[config.mk]
export PLATFORM = sky130hd
export DESIGN_NAME = murmur3_32bit_hash
export DESIGN_NICKNAME = d
export VERILOG_FILES = /design/src/rtl/mm3_pkg.sv /design/src/rtl/mm3_ctrl.sv /design/src/rtl/mm3_dp.sv /design/src/rtl/murmur3_32bit_hash.sv
export SDC_FILE = /design/constraint.sdc
export NUM_CORES = 2
export LEC_CHECK = 0
export BUFFER_PORTS_ARGS = -buffer_cell sky130_fd_sc_hd__buf_2
export CAP_MARGIN = 20
export CORE_ASPECT_RATIO = 1.2
export CORE_MARGIN = 2
export CORE_UTILIZATION = 50
export DETAILED_ROUTE_END_ITERATION = 8
export PLACE_DENSITY = 0.68
export SLEW_MARGIN = 20
export SYNTH_ARGS = -nofsm -noshare
export SYNTH_HDL_FRONTEND = slang
export SYNTH_SLANG_ARGS = --single-unit
[constraint.sdc]
create_clock -name clk -period 12.03 [get_ports clk]
set_clock_uncertainty 0.15 [all_clocks]
set_input_delay 1.8045 -clock clk [delete_from_list [all_inputs] [get_ports clk]]
set_output_delay 1.8045 -clock clk [all_outputs]
set_load 0.005 [all_outputs]
[src/rtl/mm3_pkg.sv]
// Shared types, constants and helper functions for the MurmurHash3 block.
// Used by mm3_ctrl, mm3_dp and the top level murmur3_32bit_hash.
package mm3_pkg;

  localparam logic [31:0] C1 = 32'hcc9e2d51;
  localparam logic [31:0] C2 = 32'h1b873593;
  localparam logic [31:0] CN = 32'he6546b64;
  localparam logic [31:0] F1 = 32'h85ebca6b;
  localparam logic [31:0] F2 = 32'hc2b2ae35;

  localparam logic [2:0] FULL_WORD = 3'd4;

  // Commands from the controller to the datapath.
  typedef struct packed {
    logic load;  // take an input item
    logic mix;   // fold k into h
    logic fin1;  // length xor, first shift xor and first avalanche multiply
    logic fin2;  // second shift xor and second avalanche multiply
    logic fin3;  // last shift xor into the output register
  } mm3_cmd_t;

  // Status from the datapath to the controller.
  typedef struct packed {
    logic last;      // the item in work ends its message
    logic out_free;  // the output register can take a result this cycle
  } mm3_sts_t;

  function automatic logic [31:0] rotl15(input logic [31:0] x);
    return {x[16:0], x[31:17]};
  endfunction

  function automatic logic [31:0] rotl13(input logic [31:0] x);
    return {x[18:0], x[31:19]};
  endfunction

  // Keeps the valid low-order bytes of a word.
  function automatic logic [31:0] byte_mask(input logic [2:0] cnt);
    logic [31:0] m;
    case (cnt)
      3'd0:    m = 32'h0000_0000;
      3'd1:    m = 32'h0000_00ff;
      3'd2:    m = 32'h0000_ffff;
      3'd3:    m = 32'h00ff_ffff;
      default: m = 32'hffff_ffff;
    endcase
    return m;
  endfunction

endpackage

[src/rtl/mm3_ctrl.sv]
// Controller state machine for the MurmurHash3 block.
// Depends on mm3_pkg for the command and status structs.
module mm3_ctrl (
  input  logic              clk,
  input  logic              rst_n,
  input  logic              in_tvalid,
  output logic              in_tready,
  input  mm3_pkg::mm3_sts_t sts,
  output mm3_pkg::mm3_cmd_t cmd
);
  import mm3_pkg::*;

  typedef enum logic [2:0] {
    ST_IDLE,
    ST_MIX,
    ST_FIN1,
    ST_FIN2,
    ST_FIN3
  } state_t;

  state_t state_r;
  state_t state_nxt;

  always_comb begin
    state_nxt = state_r;
    cmd       = '0;
    in_tready = 1'b0;
    case (state_r)
      ST_IDLE: begin
        in_tready = 1'b1;
        cmd.load  = in_tvalid;
        if (in_tvalid) begin
          state_nxt = ST_MIX;
        end
      end
      ST_MIX: begin
        cmd.mix   = 1'b1;
        state_nxt = sts.last ? ST_FIN1 : ST_IDLE;
      end
      ST_FIN1: begin
        cmd.fin1  = 1'b1;
        state_nxt = ST_FIN2;
      end
      ST_FIN2: begin
        cmd.fin2  = 1'b1;
        state_nxt = ST_FIN3;
      end
      ST_FIN3: begin
        // Hold here until the previous result has been taken.
        cmd.fin3 = sts.out_free;
        if (sts.out_free) begin
          state_nxt = ST_IDLE;
        end
      end
      default: begin
        state_nxt = ST_IDLE;
      end
    endcase
  end

  always_ff @(posedge clk) begin
    if (!rst_n) begin
      state_r <= ST_IDLE;
    end else begin
      state_r <= state_nxt;
    end
  end

endmodule

[src/rtl/mm3_dp.sv]
// Datapath for the MurmurHash3 block: seed, running hash, byte total,
// k mix, avalanche and output register. Depends on mm3_pkg.
module mm3_dp (
  input  logic              clk,
  input  logic              rst_n,
  input  mm3_pkg::mm3_cmd_t cmd,
  output mm3_pkg::mm3_sts_t sts,
  input  logic              cfg_valid,
  input  logic [31:0]       cfg_data,
  input  logic [31:0]       word_i,
  input  logic [2:0]        count_i,
  input  logic              last_i,
  output logic              out_tvalid,
  input  logic              out_tready,
  output logic [31:0]       out_tdata
);
  import mm3_pkg::*;

  logic [31:0] seed_r;
  logic [31:0] h_r;
  logic [31:0] total_r;
  logic [31:0] k_r;
  logic [31:0] f_r;
  logic [31:0] hash_r;
  logic [2:0]  cnt_r;
  logic        last_r;
  logic        open_r;
  logic        outv_r;

  logic [2:0]  cnt_clamp;
  logic [31:0] k2;
  logic [31:0] h1;
  logic [31:0] f0;
  logic [31:0] g0;

  assign cnt_clamp = (count_i > FULL_WORD) ? FULL_WORD : count_i;
  assign k2        = rotl15(k_r) * C2;
  assign h1        = h_r ^ k2;
  assign f0        = (h_r ^ total_r) ^ ((h_r ^ total_r) >> 16);
  assign g0        = f_r ^ (f_r >> 13);

  assign sts.last     = last_r;
  assign sts.out_free = !outv_r || out_tready;
  assign out_tvalid   = outv_r;
  assign out_tdata    = hash_r;

  // Control flags.
  always_ff @(posedge clk) begin
    if (!rst_n) begin
      seed_r <= '0;
      open_r <= 1'b0;
      outv_r <= 1'b0;
    end else begin
      if (cfg_valid) begin
        seed_r <= cfg_data;
      end
      if (cmd.load) begin
        open_r <= 1'b1;
      end else if (cmd.mix && last_r) begin
        open_r <= 1'b0;
      end
      if (cmd.fin3) begin
        outv_r <= 1'b1;
      end else if (out_tready) begin
        outv_r <= 1'b0;
      end
    end
  end

  // Payload registers.
  always_ff @(posedge clk) begin
    if (cmd.load) begin
      k_r    <= (word_i & byte_mask(cnt_clamp)) * C1;
      cnt_r  <= cnt_clamp;
      last_r <= last_i;
      // A new message starts from the seed with a cleared byte total.
      if (open_r) begin
        total_r <= total_r + {29'd0, cnt_clamp};
      end else begin
        h_r     <= seed_r;
        total_r <= {29'd0, cnt_clamp};
      end
    end
    if (cmd.mix) begin
      // A short word is a tail: no rotate and no multiply-add on h.
      if (cnt_r == FULL_WORD) begin
        h_r <= (rotl13(h1) << 2) + rotl13(h1) + CN;
      end else begin
        h_r <= h1;
      end
    end
    if (cmd.fin1) begin
      f_r <= f0 * F1;
    end
    if (cmd.fin2) begin
      f_r <= g0 * F2;
    end
    if (cmd.fin3) begin
      hash_r <= f_r ^ (f_r >> 16);
    end
  end

endmodule

[src/rtl/murmur3_32bit_hash.sv]
// MurmurHash3 x86_32 over a stream of little-endian 32-bit words.
// Each word is accepted, then mixed; a final word then passes through the avalanche
// states FIN1, FIN2 and FIN3 before the next item is accepted, and FIN3 waits until
// the output register is free; FIN3 loads the hash into that register. Reset (rst_n
// low, synchronous) clears the seed to 0, closes any open message and empties the
// output register.
module murmur3_32bit_hash (
  input  logic        clk,
  input  logic        rst_n,
  input  logic        cfg_valid,
  output logic        cfg_ready,
  input  logic [31:0] cfg_data,     // seed
  input  logic        in_tvalid,
  output logic        in_tready,
  input  logic [39:0] in_tdata,     // [31:0] data_word, [34:32] byte_count, rest zero
  input  logic        in_tlast,     // last_word
  output logic        out_tvalid,
  input  logic        out_tready,
  output logic [31:0] out_tdata     // [31:0] hash_value
);
  import mm3_pkg::*;

  mm3_cmd_t cmd;
  mm3_sts_t sts;

  assign cfg_ready = 1'b1;

  mm3_ctrl u_ctrl (
    .clk       (clk),
    .rst_n     (rst_n),
    .in_tvalid (in_tvalid),
    .in_tready (in_tready),
    .sts       (sts),
    .cmd       (cmd)
  );

  mm3_dp u_dp (
    .clk        (clk),
    .rst_n      (rst_n),
    .cmd        (cmd),
    .sts        (sts),
    .cfg_valid  (cfg_valid),
    .cfg_data   (cfg_data),
    .word_i     (in_tdata[31:0]),
    .count_i    (in_tdata[34:32]),
    .last_i     (in_tlast),
    .out_tvalid (out_tvalid),
    .out_tready (out_tready),
    .out_tdata  (out_tdata)
  );

endmodule

==> impl_metrics.yaml <==
clocking:
  cts.sinks: 201
  cts_resized: 0
  clk_pin_slew_worst_paths_ps: 60
  insertion_delay_ps: 580
  hold_buffers: 0
  cts_buffers: 28
  cts_root_buf: "clkbuf_16"
  clock_path_buffers: 3
  cts_tree: "built"
  h-tree-depth: 1
  post_cts_buffers: 0
sta:
  timing.slew.headroom_pct: 26.87
  worst_pin_slew_ps: 1089
  timing.fmax_mhz: 97.30
  final.period_utilization_pct: 85.44
  setup_violations: 0
  fin_crit_ps: 10280
  finalHoldViolCount: 0
  fin_tns_setup_ps: 0
  setup_ws_ps: 1752
  report.final.slew_viol_count: 0
  grt_setup_unrepaired: "false"
critical_path:
  cp.required_ps: 12210
  worst_path_max_delay_cell: "edfxtp_1"
  crit_type: "reg2reg"
  reg2reg_depth: 35
  crit_arrival_ps: 10460
  cp-start-kind: "flip-flop"
  r2r_slack_ps: 1750
  crit_path_max_incr_delay_ps: 700
  worstPathMaxFanout: 10
  cp-end-kind: "flip-flop"
  reg2reg_to: "u_dp.h_r[31]"
  r2r_start: "u_dp.k_r[23]"
global_route:
  grtUsageTotal_pct: 26.08
  grt_pass1_wl_mm: 182.6
  grt_pass1_vias: 32390
  antenna_found_initial: 9
  grt_max_degree: 64
  grt_overflow: 0
route:
  viasPerCell: 5.221
  drtIter0Drc: 1708
  antenna_left: 0
  routed_wl_mm: 116.7
  drc: 0
  vias: 30100
  firstDrtPassIters: 5
  post_drt_wl_per_cell_um: 20.24
place:
  hpwl_mm: 102.8
  port_buffers: 106
  gp_congestion: 0.9906
  post-place-ws_ps: 1787
run_status:
  status: "finished, final reports clean"
synthesis:
  synthXorXnorAreaFrac_pct: 7.861
  synth_top_family_by_area: "adder cells"
  syn_nets: 6080
  synth_area_per_cell_um2: 10.03
  ys_seq_area_share_pct: 12.68
  ys_ff_latch: 201
  synthAdderAreaFrac_pct: 55.59
  netlist_area_um2: 44680
  synth_edf_count: 164
  synth-simple-area-share_pct: 5.671
  synthMuxAreaShare_pct: 1.101
  synth_compound_area_share_pct: 5.833
  synth_cell_types: 69
  ys.warnings.count: 0
  ys_async_sr_fraction_pct: 0
  ys.flop_type: "edfxtp_1"
  syn_inst: 4455
cells_and_area:
  layout_commonest_cell: "inv_1"
  fin_util_pct: 53.75
  drive_above_1_share_pct: 4.823
  num-fill-cells: 8017
  regArea_um2: 5667
  layout_common_cells: "inv_1 (1292), ha_1 (817), fa_1 (730)"
  multi_input_area_um2: 34020
  syn2layout_area_growth_pct: 6.928
  final_nets: 6206
min_path:
  hp-start: "u_dp.seed_r[7]"
  hold_end: "u_dp.seed_r[7]"
  hold_class: "reg2reg"
  hold_depth: 2
floorplan:
  die_w_um: 276.9
  rows: 120
  die_area_um2: 91780
  ios: 113
  die_y_um: 331.5
  initial_core_util_pct: 50.27
  coreArea_um2: 88890
job:
  maxCapViolCount: 0
[layout make-up]
class	instances	share of cell area, %
multi-input cells	2917	71.20
flip-flops and latches	201	11.86
inverters	1295	10.17
well taps	1159	3.035
repair buffers	138	1.613
clock buffers	33	1.548
clock inverters	19	0.5526
diodes	3	0.01571
[routing by layer]
layer  up-vias  part of all wire [%]  global-route usage, %
li1      14120                     -                      -
met1     15060                    42                  33.79
met2       706                    49                  45.04
met3       206                   4.8                  3.092
met4         4                   4.1                  9.228
met5         -                 0.021                      0
[Yosys cell counts, drive strengths merged, types with 38 or more instances]
cell type | instances | share of area, %
a21oi | 127 | 1.4
nor2 | 119 | 1.0
ha | 817 | 23
nand3 | 38 | 0.43
nand2 | 126 | 1.1
and2 | 50 | 0.70
edfxtp | 164 | 11
o21ai | 90 | 1.0
a21o | 49 | 0.82
xor2 | 116 | 2.3
nor2b | 60 | 0.84
inv | 1295 | 11
fa | 730 | 33
xnor2 | 285 | 5.6
mux2i | 39 | 0.87
[stage by stage]
step                hold slack, ps  cells  cell area [um2]
floorplan                    332.5   4455            44680
global placement             363.5   5710            46760
detailed placement           367.9   5710            46760
CTS                          380.6   5762            47770
global route                 412.9   5765            47770
finish                       380.6   5765            47770
[sequential cells by signal (all words and copies together) (netlist names)]
signal,flops
u_dp.seed_r,32
u_dp.h_r,32
u_dp.total_r,32
u_dp.last_r,1
u_dp.cnt_r,3
u_dp.f_r,32
u_dp.out_tvalid,1
u_dp.open_r,1
u_ctrl.state_r,3
u_dp.out_tdata,32
u_dp.k_r,32
[worst max-delay path by stage]
stage	start	to	slack, ps	cells past startpoint
floorplan	u_dp.k_r[22]	u_dp.h_r[31]	3100	36
global placement	u_dp.k_r[23]	u_dp.h_r[31]	1870	36
detailed placement	u_dp.k_r[23]	u_dp.h_r[31]	1790	35
CTS	u_dp.k_r[23]	u_dp.h_r[31]	1780	35
global route	u_dp.k_r[22]	u_dp.h_r[31]	1250	35
finish	u_dp.k_r[23]	u_dp.h_r[31]	1750	35
[critical path: cells and delay by family (launching register included)]
kind | cells | cell delay (ps)
adders and majority gates | 10 | 4340
AOI/OAI and AO/OA | 8 | 2490
xor gates and xnor gates | 7 | 1170
DFF | 1 | 700
and+or+nand+nor | 4 | 670
buffers and inverters | 6 | 520
[cells by family after synthesis]
family / Yosys count
and+or+nand+nor: 510
xor gates and xnor gates: 401
AOI/OAI and AO/OA: 410
DFF: 201
muxes: 48
buffers and inverters: 1337
other: 1
adders and majority gates: 1547
Power is left out: the tool's default activity adds up to more than one toggle a clock period on the data nets, which glitch-free logic cannot reach.
